$ cat src/rtl/h2d_pkg.sv
`default_nettype none

package h2d_pkg;

  // Largest frame the line store is sized for.
  localparam int MaxWidth  = 2048;
  localparam int MaxHeight = 2048;

  // Line store: one entry per top-row pixel pair.
  localparam int StoreDepth = MaxWidth / 2;
  localparam int StoreAw    = $clog2(StoreDepth);

  // Field widths.
  localparam int PixW   = 8;
  localparam int PairW  = 2 * PixW;
  localparam int CfgW   = 12;
  localparam int CoefW  = 10;
  localparam int BlkW   = 10;
  localparam int ColCntW = $clog2(MaxWidth);
  localparam int RowCntW = $clog2(MaxHeight);
  localparam int CfgIdxW = 2;

  // Register indexes of the configuration port.
  localparam logic [CfgIdxW-1:0] CfgIdxWidth  = 2'd0;
  localparam logic [CfgIdxW-1:0] CfgIdxHeight = 2'd1;

  // Register reset values and clamp limits.
  localparam logic [CfgW-1:0] WidthReset  = 12'd640;
  localparam logic [CfgW-1:0] HeightReset = 12'd480;
  localparam logic [CfgW-1:0] SizeMin     = 12'd2;
  localparam logic [CfgW-1:0] WidthMax    = CfgW'(MaxWidth);
  localparam logic [CfgW-1:0] HeightMax   = CfgW'(MaxHeight);

  // Line store access issued for one accepted pixel.
  typedef struct packed {
    logic               rd_en;
    logic               wr_en;
    logic [StoreAw-1:0] addr;
    logic [PairW-1:0]   wr_data;
  } ram_req_t;

  // Bottom-row half of a block plus its position, handed to the datapath.
  typedef struct packed {
    logic [PixW-1:0] c;
    logic [PixW-1:0] d;
    logic [BlkW-1:0] bcol;
    logic [BlkW-1:0] brow;
    logic            last;
  } blk_t;

endpackage

`default_nettype wire

$ cat src/rtl/h2d_calc.sv
`default_nettype none

module h2d_calc (
  input  wire logic                          clk_i,
  input  wire logic                          rst_ni,
  input  wire logic                          issue_i,
  input  wire h2d_pkg::blk_t                 blk_i,
  input  wire logic [h2d_pkg::PairW-1:0]     rd_data_i,
  output logic                               in_ready_o,
  output logic                               out_valid_o,
  input  wire logic                          out_ready_i,
  output logic [h2d_pkg::CoefW-1:0]          ll_o,
  output logic signed [h2d_pkg::CoefW-1:0]   lh_o,
  output logic signed [h2d_pkg::CoefW-1:0]   hl_o,
  output logic signed [h2d_pkg::CoefW-1:0]   hh_o,
  output logic [h2d_pkg::BlkW-1:0]           block_col_o,
  output logic [h2d_pkg::BlkW-1:0]           block_row_o,
  output logic                               last_block_o
);

  logic                       s1_valid_q, s1_go;
  h2d_pkg::blk_t              s1_blk_q;
  logic [h2d_pkg::CoefW-1:0]  a, b, c, d, ab_sum, ab_dif, cd_sum, cd_dif;

  // Stage 1 waits for the line store read; it moves on when the output is free.
  assign s1_go      = s1_valid_q && (!out_valid_o || out_ready_i);
  assign in_ready_o = !s1_valid_q || s1_go;

  always_ff @(posedge clk_i or negedge rst_ni) begin
    if (!rst_ni) begin
      s1_valid_q <= 1'b0;
    end else if (issue_i) begin
      s1_valid_q <= 1'b1;
    end else if (s1_go) begin
      s1_valid_q <= 1'b0;
    end
  end

  always_ff @(posedge clk_i) begin
    if (issue_i) begin
      s1_blk_q <= blk_i;
    end
  end

  assign a      = h2d_pkg::CoefW'(rd_data_i[h2d_pkg::PairW-1:h2d_pkg::PixW]);
  assign b      = h2d_pkg::CoefW'(rd_data_i[h2d_pkg::PixW-1:0]);
  assign c      = h2d_pkg::CoefW'(s1_blk_q.c);
  assign d      = h2d_pkg::CoefW'(s1_blk_q.d);
  assign ab_sum = a + b;
  assign ab_dif = a - b;
  assign cd_sum = c + d;
  assign cd_dif = c - d;

  always_ff @(posedge clk_i or negedge rst_ni) begin
    if (!rst_ni) begin
      out_valid_o <= 1'b0;
    end else if (s1_go) begin
      out_valid_o <= 1'b1;
    end else if (out_ready_i) begin
      out_valid_o <= 1'b0;
    end
  end

  always_ff @(posedge clk_i) begin
    if (s1_go) begin
      ll_o         <= ab_sum + cd_sum;
      lh_o         <= $signed(ab_sum - cd_sum);
      hl_o         <= $signed(ab_dif + cd_dif);
      hh_o         <= $signed(ab_dif - cd_dif);
      block_col_o  <= s1_blk_q.bcol;
      block_row_o  <= s1_blk_q.brow;
      last_block_o <= s1_blk_q.last;
    end
  end

  assert property (@(posedge clk_i) disable iff (!rst_ni)
    (s1_valid_q && out_valid_o && !out_ready_i) |=> s1_valid_q)
    else $error("pending block dropped while the output stalled");

  assert property (@(posedge clk_i) disable iff (!rst_ni)
    out_valid_o |-> ((ll_o[0] == lh_o[0]) && (ll_o[0] == hl_o[0]) && (ll_o[0] == hh_o[0])))
    else $error("Haar coefficients disagree in parity");

  assert property (@(posedge clk_i) disable iff (!rst_ni)
    (out_valid_o && !out_ready_i) |=> (out_valid_o && $stable(ll_o) && $stable(block_col_o)))
    else $error("output request changed while it waited");

endmodule

`default_nettype wire

$ cat config.mk
export PLATFORM = sky130hd
export DESIGN_NAME = h2d_calc
export DESIGN_NICKNAME = d
export VERILOG_FILES = /design/src/rtl/h2d_pkg.sv /design/src/rtl/h2d_calc.sv
export SDC_FILE = /design/constraint.sdc
export NUM_CORES = 1
export LEC_CHECK = 0
export ABC_CLOCK_PERIOD_IN_PS = 3100
export BUFFER_PORTS_ARGS = -buffer_cell sky130_fd_sc_hd__buf_2
export CAP_MARGIN = 15
export CORE_MARGIN = 4
export CORE_UTILIZATION = 34
export CTS_BUF_LIST = sky130_fd_sc_hd__clkbuf_16
export CTS_CLUSTER_SIZE = 8
export DETAILED_ROUTE_END_ITERATION = 16
export PLACE_DENSITY = 0.68
export REMOVE_ABC_BUFFERS = 1
export SYNTH_ARGS = -nofsm -noshare
export SYNTH_HDL_FRONTEND = slang
export SYNTH_SLANG_ARGS = --single-unit
$ cat constraint.sdc
create_clock -name clk_i -period 3.1 [get_ports clk_i]
set_clock_uncertainty 0.05 [all_clocks]
set_input_delay 0.465 -clock clk_i [delete_from_list [all_inputs] [get_ports clk_i]]
set_output_delay 0.465 -clock clk_i [all_outputs]
set_load 0.1 [all_outputs]
==> reports/qor.yml <==
yosys:
  synth_seq_cells: 98
  ys_dominant_reg_cell: "edfxtp_1"
  post-synth-top-area-cell: "edfxtp_1"
  yosysUniqueCellTypes: 52
  yosysTopAreaCellShare_pct: 48.67
  async_reset_ff_share_pct: 2.041
  syn_area_mm2: 0.005923
  synth_edf_count: 96
  syn_inst: 488
  ys_seq_area_share_pct: 49.51
  avgSynthCellArea_um2: 12.14
  netlist_top_cells_area: "edfxtp_1, ha_1, xnor2_1, xor2_1, inv_1"
  yosys_warnings: 0
cts:
  clk-insertion-delay-late_ps: 350
  path_clk_slew_ps: 70
  cts.path.max_buffers: 2
  clockRootBuffer: "clkbuf_16"
  numCtsBuffers: 9
  cts_tree: "built"
  cts.sinks: 98
  htreeDepth: 3
final_layout:
  syn_to_final_growth_pct: 39.14
  antenna_cells: 0
  drive_gt1_share_pct: 44.97
  layout.cells.most_common: "buf_2"
  mostFrequentLayoutCells: "buf_2, buf_4, edfxtp_1"
  nets: 844
floorplanning:
  die_y_um: 140.0
  dieArea_mm2: 0.01960
  ios: 120
  start_util_pct: 35.22
  design.core.area_mm2: 0.01682
  placementRows: 47
  die_x_um: 140.0
setup_path:
  critPathArrivalTime_ps: 3410
  endpoint_kind: "flip-flop"
  cp.required_ps: 3280
  crit_fanout: 4
  start_kind: "flip-flop"
  worstSetupPathType: "flip-flop to flip-flop"
global_route:
  grt_overflow_total: 0
  grt_pass1_wl_um: 22380
  antenna_found_initial: 0
  gr-usage-met1_pct: 16.89
  met2_usage_pct: 24.66
  grt_pass1_vias: 4541
  met3_usage_pct: 3.442
  grtUsageTotal_pct: 14.15
  grt_max_degree: 39
  gr-max-usage-layer: "met2"
routing:
  drt-pass1-iter-count: 5
  vias: 4369
  drtAntennaViolNets: 0
  avgViaCountPerCell: 4.668
  wire_per_inst_um: 15.25
  drc: 0
  drt-total-wl_um: 14270
  drt_iter0_drc: 292
sta:
  fin_crit_ps: 3226
  tns_ps: -491.7
  fmax_mhz: 310.0
  finalSetupViolCount: 9
  max_slew_margin_pct: 42.11
  finalHoldViolCount: 0
  setup_slack_ps: -125.5
  period_share_pct: 104.0
  tightest_slew_ps: 868.4
  rsz0062_at_grt: "true"
  slew_violations: 0
pwr:
  p_per_area_mw_per_mm2: 960.0
  combPwrFrac_pct: 61.6
  switching_share_pct: 48.18
  ir_drop_v: 0.0006347
  pwr-share-clk_pct: 13.7
  p_leak_nw: 3.615
  power.net_switching_mw: 3.812
  p_seq_share_pct: 24.7
  p_int_mw: 4.100
status:
  failed_checks: "negative setup slack"
  status: "finished with violations"
placed_design:
  place.gp.congestion: 0.8579
  io_buffers: 119
  pre_cts_ws_ps: -381.0
  dpl.hpwl_um: 10640
run:
  drv_cap: 0
hold_path:
  hp-class: "primary input to flip-flop"
## metal layers
metal / vias to the layer above / routed length [um]
met3: 26 / 739
met4: 0 / 352
met2: 99 / 7225
li1: 2148 / -
met1: 2096 / 5955
met5: - / 0
## Yosys cell counts, drive strengths merged, types with 2 or more instances
master / instances
a2111oi: 3
a211oi: 2
a21o: 5
a21oi: 27
a31oi: 4
buf: 16
clkbuf: 4
dfrtp: 2
edfxtp: 96
fa: 8
ha: 68
inv: 55
nand2: 12
nand2b: 8
nand3: 6
nor2: 36
nor2b: 9
nor3: 8
nor3b: 2
nor4: 2
o2111ai: 2
o211ai: 3
o21a: 3
o21ai: 5
o21bai: 12
o22ai: 2
o311ai: 3
o31ai: 2
o41ai: 7
or2: 6
xnor2: 34
xor2: 24
## logic make-up (layout without fill, tap and decap cells)
family,after synthesis,in the layout,synth area share [%]
xor+xnor,58,58,8.576
mux,1,1,0.1901
simple gates,92,92,7.541
compound gates,88,88,11.74
buf+inv,75,303,5.365
flops,98,98,49.51
fa+ha+maj,76,76,17.07
## registers in the layout, indices dropped and copies added (netlist names)
name,flops
block_col_o,10
block_row_o,10
c,8
d,8
hh_o,10
hl_o,9
last_block_o,1
lh_o,9
ll_o,10
out_valid_o,1
s1_blk_q,21
s1_valid_q,1
## final cells by class
type	instances	area [um^2]
Fill cell	1504	8577
Multi-Input combinational cell	315	3053
Inverter	55	206.4
Sequential cell	98	2933
Clock buffer	9	225.2
Clock inverter	7	61.31
Tap cell	220	275.3
Timing Repair Buffer	232	1488
## through the flow
step / instances / cell area (um^2) / power (mW) / hold slack [ps] / utilization [%]
2_1_floorplan: 468 / 5812 / 5.216 / 119.4 / -
3_3_place_gp: 898 / 7367 / 6.192 / 200.3 / 43.80
3_5_place_dp: 898 / 7367 / 6.265 / 203.6 / 43.80
4_1_cts: 926 / 7966 / 7.650 / 219.6 / 47.37
5_1_grt: 936 / 8242 / 8.330 / 214.7 / 49.00
6_report: 936 / 8242 / 7.912 / 233.9 / 49.00
## critical path: stages, from the launching register on
cell and delay (ps):
edfxtp_1 420, inv_1 80, ha_2 180, inv_2 40, fa_2 340, a21o_1 180
a21oi_2 170, o21ai_2 90, nor2_2 150, xnor2_1 100, ha_1 390, inv_2 110
a2111oi_4 310, a21oi_2 110, a211oi_2 190, mux2_4 170
## power groups by stage
stage                     Sequential (mW)  Clock (mW)  Combinational (mW)
after floorplan                      3.67           0                1.55
after global placement               1.98           0                4.21
after detailed placement             1.99           0                4.28
after CTS                            1.96        1.12                4.57
after global routing                 1.99        1.18                5.17
final                                1.96        1.09                4.87
## worst paths after layout
check                                        from                        to  slack [ps]  depth (start not counted)
max                                c[0]$_DFFE_PP_         hh_o[9]$_DFFE_PP_        -130                         15
min                                      blk_i[6]     s1_blk_q[6]$_DFFE_PP_         230                          1
max reg2reg                        c[0]$_DFFE_PP_         hh_o[9]$_DFFE_PP_        -130                         15
min reg2reg                s1_blk_q[14]$_DFFE_PP_  block_col_o[3]$_DFFE_PP_         370                          0
max in group asynchronous                  rst_ni   out_valid_o$_DFFE_PN0P_        2530                          2
min in group asynchronous                  rst_ni    s1_valid_q$_DFFE_PN0P_         380                          2
## timing repair
action | in CTS | in global routing
setup endpoints to repair | 16 | 17
cloned | 0 | 0
hold buffers | 1 | 0
resized for setup | 42 | 42
hold endpoints to repair | 2 | 0
pin swaps | 31 | 33
setup buffers | 11 | 12
(Power assumes the default switching activity.)
