File: config.mk
export PLATFORM = sky130hd
export DESIGN_NAME = h2d_ctrl
export DESIGN_NICKNAME = d
export VERILOG_FILES = /design/src/rtl/h2d_pkg.sv /design/src/rtl/h2d_ctrl.sv
export SDC_FILE = /design/constraint.sdc
export NUM_CORES = 1
export LEC_CHECK = 0
export BUFFER_PORTS_ARGS = -buffer_cell sky130_fd_sc_hd__buf_2
export CAP_MARGIN = 20
export CORE_MARGIN = 2
export CORE_UTILIZATION = 51
export CTS_CLUSTER_DIAMETER = 100
export CTS_CLUSTER_SIZE = 12
export DETAILED_ROUTE_END_ITERATION = 16
export GPL_TIMING_DRIVEN = 0
export PLACE_DENSITY = 0.85
export SLEW_MARGIN = 0
export SYNTH_ARGS = -nofsm -noshare
export SYNTH_HDL_FRONTEND = slang
export SYNTH_SLANG_ARGS = --single-unit
File: constraint.sdc
create_clock -name clk_i -period 3.3 [get_ports clk_i]
set_clock_uncertainty 0.1 [all_clocks]
set_input_delay 0.66 -clock clk_i [delete_from_list [all_inputs] [get_ports clk_i]]
set_output_delay 0.66 -clock clk_i [all_outputs]
set_load 0.01 [all_outputs]
File: src/rtl/h2d_pkg.sv
`default_nettype none

package h2d_pkg;

  // Largest frame the line store is sized for.
  localparam int MaxWidth  = 2048;
  localparam int MaxHeight = 2048;

  // Line store: one entry per top-row pixel pair.
  localparam int StoreDepth = MaxWidth / 2;
  localparam int StoreAw    = $clog2(StoreDepth);

  // Field widths.
  localparam int PixW   = 8;
  localparam int PairW  = 2 * PixW;
  localparam int CfgW   = 12;
  localparam int CoefW  = 10;
  localparam int BlkW   = 10;
  localparam int ColCntW = $clog2(MaxWidth);
  localparam int RowCntW = $clog2(MaxHeight);
  localparam int CfgIdxW = 2;

  // Register indexes of the configuration port.
  localparam logic [CfgIdxW-1:0] CfgIdxWidth  = 2'd0;
  localparam logic [CfgIdxW-1:0] CfgIdxHeight = 2'd1;

  // Register reset values and clamp limits.
  localparam logic [CfgW-1:0] WidthReset  = 12'd640;
  localparam logic [CfgW-1:0] HeightReset = 12'd480;
  localparam logic [CfgW-1:0] SizeMin     = 12'd2;
  localparam logic [CfgW-1:0] WidthMax    = CfgW'(MaxWidth);
  localparam logic [CfgW-1:0] HeightMax   = CfgW'(MaxHeight);

  // Line store access issued for one accepted pixel.
  typedef struct packed {
    logic               rd_en;
    logic               wr_en;
    logic [StoreAw-1:0] addr;
    logic [PairW-1:0]   wr_data;
  } ram_req_t;

  // Bottom-row half of a block plus its position, handed to the datapath.
  typedef struct packed {
    logic [PixW-1:0] c;
    logic [PixW-1:0] d;
    logic [BlkW-1:0] bcol;
    logic [BlkW-1:0] brow;
    logic            last;
  } blk_t;

endpackage

`default_nettype wire

File: src/rtl/h2d_ctrl.sv
`default_nettype none

module h2d_ctrl (
  input  wire logic                          clk_i,
  input  wire logic                          rst_ni,
  input  wire logic                          cfg_valid_i,
  output logic                               cfg_ready_o,
  input  wire logic [h2d_pkg::CfgIdxW-1:0]   cfg_index_i,
  input  wire logic [h2d_pkg::CfgW-1:0]      cfg_data_i,
  input  wire logic                          in_valid_i,
  input  wire logic                          in_ready_i,
  input  wire logic [h2d_pkg::PixW-1:0]      pixel_i,
  output h2d_pkg::ram_req_t                  ram_req_o,
  output logic                               issue_o,
  output h2d_pkg::blk_t                      blk_o
);

  logic [h2d_pkg::CfgW-1:0]    width_q, height_q;
  logic [h2d_pkg::CfgW-1:0]    w_eff, h_eff, w_even, h_even;
  logic [h2d_pkg::ColCntW-1:0] col_q, col_d;
  logic [h2d_pkg::RowCntW-1:0] row_q, row_d;
  logic [h2d_pkg::PixW-1:0]    left_q;
  logic [h2d_pkg::CfgW-1:0]    col_inc, row_inc;
  logic [h2d_pkg::BlkW-1:0]    bcol, brow, last_col, last_row;
  logic                        accept, pair_ok, row_ok;

  assign cfg_ready_o = 1'b1;

  always_ff @(posedge clk_i or negedge rst_ni) begin
    if (!rst_ni) begin
      width_q  <= h2d_pkg::WidthReset;
      height_q <= h2d_pkg::HeightReset;
    end else if (cfg_valid_i) begin
      case (cfg_index_i)
        h2d_pkg::CfgIdxWidth:  width_q  <= cfg_data_i;
        h2d_pkg::CfgIdxHeight: height_q <= cfg_data_i;
        default: ;
      endcase
    end
  end

  // Clamp the sizes into the supported range.
  always_comb begin
    if (width_q < h2d_pkg::SizeMin) begin
      w_eff = h2d_pkg::SizeMin;
    end else if (width_q > h2d_pkg::WidthMax) begin
      w_eff = h2d_pkg::WidthMax;
    end else begin
      w_eff = width_q;
    end
    if (height_q < h2d_pkg::SizeMin) begin
      h_eff = h2d_pkg::SizeMin;
    end else if (height_q > h2d_pkg::HeightMax) begin
      h_eff = h2d_pkg::HeightMax;
    end else begin
      h_eff = height_q;
    end
  end

  assign w_even   = {w_eff[h2d_pkg::CfgW-1:1], 1'b0};
  assign h_even   = {h_eff[h2d_pkg::CfgW-1:1], 1'b0};
  assign last_col = h2d_pkg::BlkW'((w_eff >> 1) - 1'b1);
  assign last_row = h2d_pkg::BlkW'((h_eff >> 1) - 1'b1);

  assign accept = in_valid_i && in_ready_i;
  assign bcol   = col_q[h2d_pkg::ColCntW-1:1];
  assign brow   = row_q[h2d_pkg::RowCntW-1:1];

  // A right-hand pixel inside the even part of the row closes a pair.
  assign pair_ok = col_q[0] && (h2d_pkg::CfgW'(col_q) < w_even);
  assign row_ok  = h2d_pkg::CfgW'(row_q) < h_even;

  always_comb begin
    ram_req_o.rd_en   = accept && pair_ok && row_q[0] && row_ok;
    ram_req_o.wr_en   = accept && pair_ok && !row_q[0];
    ram_req_o.addr    = bcol;
    ram_req_o.wr_data = {left_q, pixel_i};
  end

  assign issue_o = ram_req_o.rd_en;

  always_comb begin
    blk_o.c    = left_q;
    blk_o.d    = pixel_i;
    blk_o.bcol = bcol;
    blk_o.brow = brow;
    blk_o.last = (bcol == last_col) && (brow == last_row);
  end

  // Raster position; counters left beyond the size by a register change wrap.
  always_comb begin
    col_inc = h2d_pkg::CfgW'(col_q) + 1'b1;
    row_inc = h2d_pkg::CfgW'(row_q) + 1'b1;
    col_d   = h2d_pkg::ColCntW'(col_inc);
    row_d   = row_q;
    if (col_inc >= w_eff) begin
      col_d = '0;
      row_d = (row_inc >= h_eff) ? '0 : h2d_pkg::RowCntW'(row_inc);
    end
  end

  always_ff @(posedge clk_i or negedge rst_ni) begin
    if (!rst_ni) begin
      col_q  <= '0;
      row_q  <= '0;
      left_q <= '0;
    end else if (accept) begin
      col_q <= col_d;
      row_q <= row_d;
      if (!col_q[0]) begin
        left_q <= pixel_i;
      end
    end
  end

  assert property (@(posedge clk_i) disable iff (!rst_ni)
    !(ram_req_o.rd_en && ram_req_o.wr_en))
    else $error("line store read and write issued for the same pixel");

  assert property (@(posedge clk_i) disable iff (!rst_ni)
    (ram_req_o.rd_en || ram_req_o.wr_en) |-> (in_valid_i && in_ready_i))
    else $error("line store accessed without an accepted pixel");

  assert property (@(posedge clk_i) disable iff (!rst_ni)
    (accept && !col_q[0]) |-> !(ram_req_o.rd_en || ram_req_o.wr_en))
    else $error("line store accessed on a left-hand pixel");

endmodule

`default_nettype wire

==> impl_metrics.json <==
{
  "grt.overflow.total": 0,
  "maxSlewViolCount": 0,
  "finalCritPeriodShare": 1.176,
  "p_int_mw": 1.940,
  "initial_core_util": 0.5252,
  "criticalPathCategory": "reg -> out",
  "fp.dieH_um": 101.3,
  "cp_num_buf_inv": 1,
  "clock_power_share": 0.120,
  "clk_pin_slew_worst_paths_ns": 0.12,
  "clock_path_buffers": 2,
  "die-area_mm2": 0.01026,
  "synth.avg_cell_area_um2": 9.027,
  "dp.cells": 739,
  "antenna_cells": 0,
  "synth-edff-count": 0,
  "fin_cells": 768,
  "dpl_cell_area_mm2": 0.005464,
  "fin_area_mm2": 0.005862,
  "slowest_delay_ns": 0.46,
  "syn_to_final_growth_pct": 21.37,
  "cts_buffers": 5,
  "worst_slew_pin_slew_ns": 0.8615,
  "grt_max_degree": 29,
  "cts_hold_buf": 0,
  "fin_crit_ns": 3.882,
  "cts_max_level": 2,
  "setup_viol": 4,
  "finalCoreUtilization": 0.6374,
  "cts_tree": "done",
  "critical_path.top_delay_family": "simple AND/OR/NAND/NOR gates",
  "vias": 4485,
  "worstHoldPathType": "in -> async",
  "seq_area_frac_synth": 0.2813,
  "cts_sinks": 54,
  "relSlewSlack": 0.4244,
  "power_switching_mw": 1.444,
  "setup_ws_ns": -0.5820,
  "die_w_um": 101.3,
  "ir_drop_mv": 0.3166,
  "worstPathCellList": "nor3_4 > nand4b_1 > a21o_1 > ha_2 > and2b_2 > a211oi_2 > a31o_1 > a2111oi_2 > nand3_1 > nor4_2 > and4_1 > buf_2",
  "ys_ff_latch": 54,
  "grt_pass1_wl_um": 20960,
  "switching_share": 0.4267,
  "synth_top_area_frac": 0.2487,
  "status": "complete, but fails checks",
  "syn_area_mm2": 0.004830,
  "drt_iter0_drc": 263,
  "layout-drive-gt1-share": 0.3927,
  "gp_congestion": 0.9276,
  "max_freq_ghz": 0.2576,
  "seqPwrFrac": 0.311,
  "final_cell_mix": "buf_2 (94), buf_4 (79), nand2_1 (49)",
  "critPathCaptureType": "output port",
  "syn_nets": 610,
  "async_reset_ff_frac": 1.000,
  "syn-instance-count": 535,
  "ys_types": 63,
  "grt_pass1_vias": 4283,
  "nFillCells": 759,
  "cts-root-buf": "clkbuf_8",
  "final_nets": 731,
  "io_buffers": 92,
  "drcViolationCount": 0,
  "num_io_pins": 94,
  "yosys.area.top_type": "dfrtp_1",
  "core_mm2": 0.009196,
  "firstDrtPassIters": 5,
  "post_drt_wl_per_cell_um": 16.66,
  "leakage_nw": 2.764,
  "required_ns": 2.54,
  "dpl.hpwl_um": 9898,
  "pwr_density_cell_mw_per_mm2": 577.2,
  "cap_violations": 0,
  "cp.arrival_ns": 3.12,
  "rsz0062_at_grt": "yes",
  "viasPerCell": 5.840,
  "crit_path_start_kind": "flip-flop",
  "crit_fanout": 3,
  "hold_violations": 0,
  "wl_um": 12800,
  "power_frac_comb": 0.569,
  "violations": "negative setup slack",
  "synthTopCellsByArea": "dfrtp_1 (25%), ha_1 (12%), buf_4 (8.7%)",
  "antenna_found_initial": 0,
  "grt.total_usage": 0.2551,
  "ys.flop_type": "dfrtp_1",
  "ant_nets": 0,
  "num_rows": 35,
  "critPathSlowestCell": "dfrtp_2",
  "ys_warn_count": 0,
  "clk-insertion-delay-late_ns": 0.32,
  "final_common_cell": "buf_2"
}
flip-flops by register name, summed over array words and instances, names as in the netlist:
register	count
col_q	11
height_q	12
left_q	8
row_q	11
width_q	12
routing by layer:
layer / share of wire / track usage / vias up
li1: - / - / 2117
met1: 0.42 / 0.3284 / 2117
met2: 0.49 / 0.4412 / 209
met3: 0.060 / 0.02899 / 42
met4: 0.033 / 0.09459 / 0
met5: 0 / 0 / -
path summary, 6_finish.rpt:
path	startpoint	to	slack (ns)	cells after the start
setup reg to reg	col_q[2]	col_q[6]	0.06	13
hold / removal	rst_ni	col_q[4]	0.25	1
hold reg to reg	left_q[3]	left_q[3]	0.43	1
setup / recovery	width_q[8]	blk_o[0]	-0.58	12
min in group clk_i	left_q[3]	left_q[3]	0.43	1
max in group asynchronous	rst_ni	width_q[7]	2.19	2
power groups by stage:
stage          Combinational [mW]  Clock, mW  Sequential, mW
2_1_floorplan                1.22          0            1.02
3_3_place_gp                 1.64          0            1.06
3_5_place_dp                 1.70          0            1.07
4_1_cts                      1.82      0.418            1.05
5_1_grt                      2.10      0.445            1.08
6_report                     1.93      0.406            1.05
cells in the mapped netlist (all sizes together), types with 8 or more instances:
cell type	count
nand2b	10
ha	48
nor2	20
xnor2	20
buf	63
nand3	24
dfrtp	48
nand2	49
xor2	16
a211oi	8
and3	8
clkbuf	17
mux2	29
o211ai	9
o21a	9
a21oi	14
o2bb2ai	8
nor3	15
inv	11
o21ai	28
final cells by class:
type	count	area [µm²]	area share
Inverter	11	41.29	0.007044
Timing Repair Buffer	115	651.9	0.1112
Clock buffer	5	68.82	0.01174
Clock inverter	3	28.78	0.004909
Tap cell	111	138.9	0.02369
Buffer	79	543.0	0.09264
Multi-Input combinational cell	390	3015	0.5144
Sequential cell	54	1374	0.2344
stage by stage:
step	setup WS, ns	TNS, ns	hold slack, ns	power (mW)
floorplan	-0.04953	-0.04953	0.2644	2.241
global placement	-0.6302	-6.794	0.3932	2.702
detailed placement	-0.6806	-7.114	0.4077	2.773
CTS	-0.6199	-1.795	0.2706	3.295
global route	-0.7302	-2.590	0.2943	3.628
finish	-0.5820	-1.820	0.2465	3.383
repair_timing:
| item | CTS | global route |
|---|---|---|
| endpoints found under the setup margin | 24 | 16 |
| setup buffers | 15 | 7 |
| pin swaps | 15 | 10 |
| resized for setup | 35 | 19 |
kinds of logic (layout without fill, tap and decap cells):
family	Yosys count	count (layout)	synth area share
adders and majority gates	48	48	0.1244
muxes	33	33	0.07591
AOI/OAI and AO/OA	108	108	0.1534
and+or+nand+nor	164	164	0.1842
xor gates and xnor gates	36	36	0.06528
DFF	54	54	0.2813
buffers and inverters	91	213	0.1148
other	1	1	0.0007765
(Power assumes the default switching activity.)
